## config.mk

```make
export PLATFORM = sky130hd
export DESIGN_NAME = signed_int_to_decimal_ascii_top
export DESIGN_NICKNAME = d
export VERILOG_FILES = /design/src/hw/rtl/sitoa_pkg.sv /design/src/hw/rtl/sitoa_dp.sv /design/src/hw/rtl/sitoa_ctrl.sv /design/src/hw/rtl/signed_int_to_decimal_ascii_top.sv
export SDC_FILE = /design/constraint.sdc
export NUM_CORES = 1
export LEC_CHECK = 0
export BUFFER_PORTS_ARGS = -buffer_cell sky130_fd_sc_hd__buf_4
export CAP_MARGIN = 20
export CORE_ASPECT_RATIO = 1.25
export CORE_MARGIN = 3
export CORE_UTILIZATION = 60
export CTS_CLUSTER_SIZE = 24
export DETAILED_ROUTE_END_ITERATION = 12
export PLACE_DENSITY = 0.87
export SYNTH_ARGS = -nofsm -noshare
export SYNTH_HDL_FRONTEND = slang
export SYNTH_SLANG_ARGS = --single-unit
```

## constraint.sdc

```tcl
create_clock -name clock -period 3.2 [get_ports clock]
set_input_delay 0.32 -clock clock [delete_from_list [all_inputs] [get_ports clock]]
set_output_delay 0.32 -clock clock [all_outputs]
set_load 0.05 [all_outputs]
```

## src/hw/rtl/sitoa_pkg.sv

```systemverilog
// ----------------------------------------------------------------------------
// sitoa_pkg
// Shared types and constants of the signed integer to decimal ASCII converter.
// ----------------------------------------------------------------------------
package sitoa_pkg;

   localparam int BinWidth      = 32;
   localparam int NumDigits     = 10;
   localparam int DigitIdxWidth = $clog2(NumDigits);
   localparam int CountWidth    = $clog2(BinWidth);
   localparam int CharWidth     = 8;

   localparam logic [DigitIdxWidth-1:0] LastDigitIdx = DigitIdxWidth'(NumDigits - 1);
   localparam logic [CountWidth-1:0]    LastShift    = CountWidth'(BinWidth - 1);

   // ASCII codes
   localparam logic [CharWidth-1:0] CharDigitBase = 8'h30;
   localparam logic [CharWidth-1:0] CharMinus     = 8'h2D;
   localparam logic [CharWidth-1:0] CharPlus      = 8'h2B;
   localparam logic [CharWidth-1:0] CharSpace     = 8'h20;

   // sign modes
   localparam logic [1:0] SignModeNone  = 2'd0;
   localparam logic [1:0] SignModePlus  = 2'd1;
   localparam logic [1:0] SignModeSpace = 2'd2;

   typedef struct packed {
      logic signed [BinWidth-1:0] value;
      logic [1:0]                 sign_mode;
   } req_type;

   typedef struct packed {
      logic [CharWidth-1:0] character;
      logic                 last;
   } rsp_type;

   typedef struct packed {
      logic load;
      logic shift;
      logic seek;
      logic emit_sign;
      logic emit_digit;
   } dp_cmd_type;

   typedef struct packed {
      logic has_sign;
      logic last_digit;
   } dp_status_type;

endpackage

```

## src/hw/rtl/sitoa_dp.sv

```systemverilog
// ----------------------------------------------------------------------------
// sitoa_dp
// Datapath: magnitude load, shift-add-3 binary to BCD, digit selection and
// the output character register.
// ----------------------------------------------------------------------------
module sitoa_dp (
   input  logic                     clock,
   input  sitoa_pkg::req_type       req_data,
   input  sitoa_pkg::dp_cmd_type    cmd,
   output sitoa_pkg::dp_status_type status,
   output sitoa_pkg::rsp_type       rsp_data
);

   logic [sitoa_pkg::BinWidth-1:0]                 bin_ff, bin_in;
   logic [sitoa_pkg::NumDigits-1:0][3:0]           bcd_ff, bcd_in;
   logic                                           neg_ff;
   logic [1:0]                                     mode_ff;
   logic [sitoa_pkg::DigitIdxWidth-1:0]            dig_idx_ff;
   sitoa_pkg::rsp_type                             rsp_ff;

   logic [sitoa_pkg::NumDigits-1:0][3:0]           adj;
   logic [sitoa_pkg::DigitIdxWidth-1:0]            msd;
   logic [sitoa_pkg::BinWidth-1:0]                 mag;
   logic [3:0]                                     cur_digit;
   logic [sitoa_pkg::CharWidth-1:0]                sign_char;

   // magnitude; the most negative value wraps to 2^31 in unsigned terms
   assign mag = req_data.value[sitoa_pkg::BinWidth-1]
                ? (~req_data.value + sitoa_pkg::BinWidth'(1))
                : req_data.value;

   // add 3 to every digit of 5 or more, then shift the whole word left
   always_comb begin
      for (int i = 0; i < sitoa_pkg::NumDigits; i++) begin
         adj[i] = (bcd_ff[i] >= 4'd5) ? (bcd_ff[i] + 4'd3) : bcd_ff[i];
      end
      {bcd_in, bin_in} = {adj[sitoa_pkg::NumDigits-1:0], bin_ff} << 1;
   end

   // most significant nonzero digit, zero when the value is zero
   always_comb begin
      msd = '0;
      for (int i = 0; i < sitoa_pkg::NumDigits; i++) begin
         if (bcd_ff[i] != 4'd0) begin
            msd = sitoa_pkg::DigitIdxWidth'(i);
         end
      end
   end

   assign cur_digit = bcd_ff[dig_idx_ff];

   always_comb begin
      priority if (neg_ff) begin
         sign_char = sitoa_pkg::CharMinus;
      end else if (mode_ff == sitoa_pkg::SignModePlus) begin
         sign_char = sitoa_pkg::CharPlus;
      end else begin
         sign_char = sitoa_pkg::CharSpace;
      end
   end

   always_ff @(posedge clock) begin
      if (cmd.load) begin
         bin_ff  <= mag;
         bcd_ff  <= '0;
         neg_ff  <= req_data.value[sitoa_pkg::BinWidth-1];
         mode_ff <= req_data.sign_mode;
      end else if (cmd.shift) begin
         bin_ff <= bin_in;
         bcd_ff <= bcd_in;
      end
      if (cmd.seek) begin
         dig_idx_ff <= msd;
      end else if (cmd.emit_digit && dig_idx_ff != '0) begin
         dig_idx_ff <= dig_idx_ff - sitoa_pkg::DigitIdxWidth'(1);
      end
      if (cmd.emit_sign) begin
         rsp_ff.character <= sign_char;
         rsp_ff.last      <= 1'b0;
      end else if (cmd.emit_digit) begin
         rsp_ff.character <= sitoa_pkg::CharDigitBase + {4'd0, cur_digit};
         rsp_ff.last      <= (dig_idx_ff == '0);
      end
   end

   assign status.has_sign   = neg_ff || (mode_ff == sitoa_pkg::SignModePlus)
                              || (mode_ff == sitoa_pkg::SignModeSpace);
   assign status.last_digit = (dig_idx_ff == '0);
   assign rsp_data          = rsp_ff;

endmodule

```

## src/hw/rtl/sitoa_ctrl.sv

```systemverilog
// ----------------------------------------------------------------------------
// sitoa_ctrl
// Controller: sequences load, 32 conversion shifts, the sign and the digits.
// ----------------------------------------------------------------------------
module sitoa_ctrl (
   input  logic                     clock,
   input  logic                     reset,
   input  logic                     start,
   output logic                     busy,
   input  sitoa_pkg::dp_status_type status,
   output sitoa_pkg::dp_cmd_type    cmd,
   output logic                     rsp_strobe
);

   typedef enum logic [1:0] {
      ST_IDLE,
      ST_CONVERT,
      ST_PREFIX,
      ST_DIGITS
   } state_type;

   state_type                        state_ff;
   logic [sitoa_pkg::CountWidth-1:0] count_ff;
   logic                             strobe_ff;
   logic                             accept;

   assign busy   = (state_ff != ST_IDLE);
   assign accept = start && !busy;

   always_comb begin
      cmd            = '0;
      cmd.load       = accept;
      cmd.shift      = (state_ff == ST_CONVERT);
      cmd.seek       = (state_ff == ST_PREFIX);
      cmd.emit_sign  = (state_ff == ST_PREFIX) && status.has_sign;
      cmd.emit_digit = (state_ff == ST_DIGITS);
   end

   always_ff @(posedge clock) begin
      if (reset) begin
         state_ff  <= ST_IDLE;
         count_ff  <= '0;
         strobe_ff <= 1'b0;
      end else begin
         strobe_ff <= 1'b0;
         unique case (state_ff)
            ST_IDLE: begin
               count_ff <= '0;
               if (start) begin
                  state_ff <= ST_CONVERT;
               end
            end
            ST_CONVERT: begin
               count_ff <= count_ff + sitoa_pkg::CountWidth'(1);
               if (count_ff == sitoa_pkg::LastShift) begin
                  state_ff <= ST_PREFIX;
               end
            end
            ST_PREFIX: begin
               strobe_ff <= status.has_sign;
               state_ff  <= ST_DIGITS;
            end
            ST_DIGITS: begin
               strobe_ff <= 1'b1;
               if (status.last_digit) begin
                  state_ff <= ST_IDLE;
               end
            end
            default: begin
               state_ff <= ST_IDLE;
            end
         endcase
      end
   end

   assign rsp_strobe = strobe_ff;

endmodule

```

## src/hw/rtl/signed_int_to_decimal_ascii_top.sv

```systemverilog
// ----------------------------------------------------------------------------
// signed_int_to_decimal_ascii_top
// Converts a signed 32-bit integer to its decimal ASCII text, one character
// per response, with an optional sign prefix.
// ----------------------------------------------------------------------------
// Usage:
//   Drive req_data (value, sign_mode) and raise start. The request is taken
//   at a rising edge where start is high and busy is low; busy stays high
//   until the last character has been issued.
//   Characters leave on rsp_data, each valid for exactly one cycle while
//   rsp_strobe is high; rsp_data.last marks the final digit. The receiver
//   must take every character as it appears; there is no back-pressure.
//   Output order: '-' for negative values, otherwise '+' (mode 1), ' '
//   (mode 2) or nothing (modes 0 and 3); then the digits, most significant
//   first, without leading zeros.
// Sequence:
//   Shift-add-3 conversion over every bit of the operand, then a step that
//   picks the leading digit (and issues the sign), then one digit per cycle.
//   No new request is taken until the last digit has been issued.
// Reset:
//   Synchronous, active high; returns the controller to idle and drops any
//   request in progress.
// ----------------------------------------------------------------------------
module signed_int_to_decimal_ascii_top (
   input  logic               clock,
   input  logic               reset,
   input  logic               start,
   output logic               busy,
   input  sitoa_pkg::req_type req_data,
   output logic               rsp_strobe,
   output sitoa_pkg::rsp_type rsp_data
);

   sitoa_pkg::dp_cmd_type    cmd;
   sitoa_pkg::dp_status_type status;

   // sequence the conversion and the character stream
   sitoa_ctrl u_ctrl (
      .clock      (clock),
      .reset      (reset),
      .start      (start),
      .busy       (busy),
      .status     (status),
      .cmd        (cmd),
      .rsp_strobe (rsp_strobe)
   );

   // hold the operand, run the BCD shifts and form each character
   sitoa_dp u_dp (
      .clock    (clock),
      .req_data (req_data),
      .cmd      (cmd),
      .status   (status),
      .rsp_data (rsp_data)
   );

   // an accepted request makes the block busy next cycle
   a_accept_busy: assert property (@(posedge clock) disable iff (reset)
      (start && !busy) |=> busy)
      else $error("busy not raised after request");

   // no character leaves in the cycle after a request is taken
   a_accept_quiet: assert property (@(posedge clock) disable iff (reset)
      (start && !busy) |=> !rsp_strobe)
      else $error("character issued right after request");

   // characters of one number leave back to back until the last one
   a_stream_gapless: assert property (@(posedge clock) disable iff (reset)
      (rsp_strobe && !rsp_data.last) |=> rsp_strobe)
      else $error("gap inside a character stream");

   // the final character is not followed by another one
   a_last_ends: assert property (@(posedge clock) disable iff (reset)
      (rsp_strobe && rsp_data.last) |=> !rsp_strobe)
      else $error("character after last");

endmodule
```

==> results.md <==
- Critical Path AT: 2.29 ns
- Vias in the first global route: 4,356
- Initial antenna violation count: 0
- Clk_skew: 0.0125 ns
- Die H: 114 um
- Final-report max-slew violation count: 0
- Worst Tran Pin Value: 0.830 ns
- Global Route Usage Sum: 0.230
- Iteration count of the initial detailed-routing pass: 5
- VDD IR max: 456 uV
- CP required: 3.32 ns
- Filler instances: 686
- CTS tree: built
- Clock-pin slew on the worst setup and hold paths: 0.09 ns
- Residual DRC: 0
- DR vias: 4,485
- Clk sink count: 94
- Post-synthesis simple-gate area fraction: 0.162
- Synth Area in Compound Gates: 0.153
- Comb pwr share: 0.333
- Synth Area per Inst: 9.25 um2
- GRT overflow: 0
- Clock latency of the later-clocked register in the worst-skew pair: 0.37 ns
- Die footprint: 10,500 um2
- Post-synth ARST share: 0
- Worst min path class: in2reg
- Postcts setup bufs: 0
- Num CTS Buffers: 9
- N_diodes: 0
- Initial core utilization: 0.629
- Total negative slack: 0 ns
- DP Area: 6010 um2
- Post-synth EDFFs: 45
- Worst-case reg-to-reg path depth: 3
- Cell count after synthesis: 605
- Worst-path fanout max: 6
- Pin count of the biggest net entering global routing: 64
- Status: finished clean
- Boundary pin count: 48
- Switching power: 0.00151 W
- Total Wirelength: 11.8 mm
- Core ar.: 8890 um2
- Final hold violation count: 0
- PortBufs: 45
- Hold Crit Depth: 1
- Sw frac: 0.366
- Initial DRC Count: 368
- First-pass GRT wire length: 19.7 mm
- Clock power share: 0.207
- Yosys reg bits: 94
- Prevailing post-synth register cell: dfxtp_1
- Relative slew slack: 0.446
- Hold_sp: req_data[0]
- Cell Pwr Density: 666 nW/um2
- Leakage: 2.44 nW
- CP Capture Type: register
- ANT nets after route: 0
- Synth Area in XOR/XNOR: 0.0829
- Row Count: 38
- Post-DP HPWL: 8.38 mm
- Final period utilization: 0.679
- YS warnings: 0
- R2R Setup Slk: 1.03 ns
- Max-cap viol count: 0
- Cell taking the most area after synthesis: edfxtp_1
- Die X-Extent: 92.4 um
- Post_cts resized: 0
- Internal Power: 0.00263 W
- Post-synthesis mux area share: 0.0751
- Setup violators final: 0
- Placer congestion estimate: 0.874
- Via density: 5.89
- Largest family of logic cells by synthesized area: simple AND/OR/NAND/NOR gates
- Crit path kind: in2reg
- Worst r2r src: u_dp.dig_idx_ff[0]$_DFFE_PP_
- Nets: 702
- RSZ-0062 raised after global routing: false
- Layout cell share with drive strength beyond 1: 0.128
- Post-synth top area share: 0.241
- Post-synthesis adder-cell area fraction: 0.0648
- Synth cell types: 48
- Top post-synthesis cells by area: edfxtp_1 24%, dfxtp_1 18%, ha_1 6.5%
- Syn-to-layout area delta: 11.2%
- Wire length per cell: 15.5 um
- Design area: 6220 um2
- Fmax: 460 MHz
- CTS Hold Bufs: 0
- Hold Path End: u_dp.mode_ff[0]$_DFFE_PP_
- CTS root buffer: clkbuf_8
- Sequential power share: 0.459
- Sequential area share after synthesis: 0.417
- FF-to-FF End: u_dp.rsp_data[4]$_DFFE_PP_
- Htree depth: 3
- Kind of start point of the critical path: input port
- Clock Path Buffers: 2
- Synthesized cell area: 5600 um2
- Post-layout min period: 2.17 ns
## registers in the layout, summed over array words and instances (netlist names)
signal             count
u_ctrl.rsp_strobe      1
u_dp.rsp_data          7
u_ctrl.state_ff        2
u_dp.dig_idx_ff        4
u_ctrl.count_ff        5
u_dp.bin_ff           32
u_dp.mode_ff           2
u_dp.bcd_ff           40
u_dp.neg_ff            1
## cells by family after synthesis
group,Yosys count
AND/OR/NAND/NOR,193
flip-flops,94
other,1
adder cells (fa/ha/maj),29
AO/OA/AOI/OAI,141
XOR/XNOR,53
buffers and inverters,62
multiplexers,32
## cell usage in the layout, fill, tap and decap left out, types with 3 or more instances in the layout
cell type	synthesis	layout
o21ai_0	51	51
mux2i_1	24	24
nand2b_1	16	16
edfxtp_1	45	45
ha_1	29	28
and3_1	5	5
clkbuf_8	0	9
o211ai_1	10	10
o221ai_1	4	4
inv_1	31	31
a21oi_1	35	35
nor2b_1	3	3
o31ai_1	9	9
a21o_1	9	9
nor2_1	30	30
nand3_1	23	23
o21ai_1	7	7
nand4_1	4	4
o22ai_1	4	4
nor4_1	4	4
xnor2_1	23	23
mux4_2	8	8
buf_4	2	48
dfxtp_1	49	49
nand2_1	88	87
xor2_1	30	30
nor3b_1	7	7
o41ai_1	3	3
nor3_1	3	3
## stage by stage
step / total power (W) / util / setup WS (ns) / std cells / hold slack [ns]
after floorplan: 0.00291 / - / 0.836 / 606 / 0.419
after global placement: 0.00323 / 0.676 / 0.861 / 745 / 0.464
after detailed placement: 0.00331 / 0.676 / 0.681 / 745 / 0.494
after CTS: 0.00417 / 0.700 / 1.03 / 761 / 0.106
after global routing: 0.00439 / 0.700 / 0.840 / 761 / 0.102
final: 0.00414 / 0.700 / 1.03 / 761 / 0.118
## synth_stat cells, drive strengths merged (5+ instances only)
library cell and number:
edfxtp 45, dfxtp 49, nand2b 16, xnor2 23, o21ai 58, a21oi 35, ha 29, inv 31
nor3b 7, nand3 23, a21o 9, mux4 8, nand2 88, o211ai 10, nor2 30, o41ai 5
and3 5, o31ai 11, buf 7, clkbuf 23, xor2 30, mux2i 24
## critical path, cell delays in order
cell and delay, ns:
buf_4 0.12, inv_1 0.07, ha_1 0.19, nor3b_1 0.49, nand4_1 0.40, o41ai_1 0.45, xor2_1 0.18, o21ai_1 0.07
## worst max-delay path by stage
stage	from	to	slack (ns)	cells past startpoint
3_5_place_dp	req_data[2]	u_dp.bin_ff[22]$_DFFE_PP_	0.68	8
5_1_grt	req_data[2]	u_dp.bin_ff[22]$_DFFE_PP_	0.84	8
6_report	req_data[2]	u_dp.bin_ff[22]$_DFFE_PP_	1.03	8
2_1_floorplan	u_ctrl.state_ff[1]$_SDFFE_PP0P_	u_dp.bin_ff[0]$_SDFFCE_PN0P_	0.84	6
4_1_cts	u_dp.dig_idx_ff[0]$_DFFE_PP_	u_dp.rsp_data[4]$_DFFE_PP_	1.03	3
3_3_place_gp	req_data[16]	u_dp.bin_ff[30]$_DFFE_PP_	0.86	6
## layer usage
| metal | GRT usage | wire [um] | up-vias |
|---|---|---|---|
| met5 | 0 | 0 | - |
| met4 | 0.125 | 358 | 0 |
| met3 | 0.0323 | 532 | 31 |
| met2 | 0.409 | 6060 | 149 |
| met1 | 0.267 | 4820 | 2108 |
| li1 | - | - | 2197 |
## power groups by stage
stage | clock, W | combinational [W] | sequential (W)
floorplan | 0 | 0.000990 | 0.00192
global placement | 0 | 0.00133 | 0.00191
detailed placement | 0 | 0.00138 | 0.00193
CTS | 0.000872 | 0.00139 | 0.00191
global route | 0.000918 | 0.00154 | 0.00194
finish | 0.000859 | 0.00138 | 0.00190
## final cells by class
class | count | area (um2) | area share
Inverter | 32 | 120 | 0.0193
Sequential cell | 94 | 2330 | 0.375
Clock inverter | 6 | 86.3 | 0.0139
Clock buffer | 10 | 128 | 0.0205
Timing Repair Buffer | 49 | 380 | 0.0611
Tap cell | 120 | 150 | 0.0241
Multi-Input combinational cell | 450 | 3020 | 0.486
(Power assumes the default switching activity.)
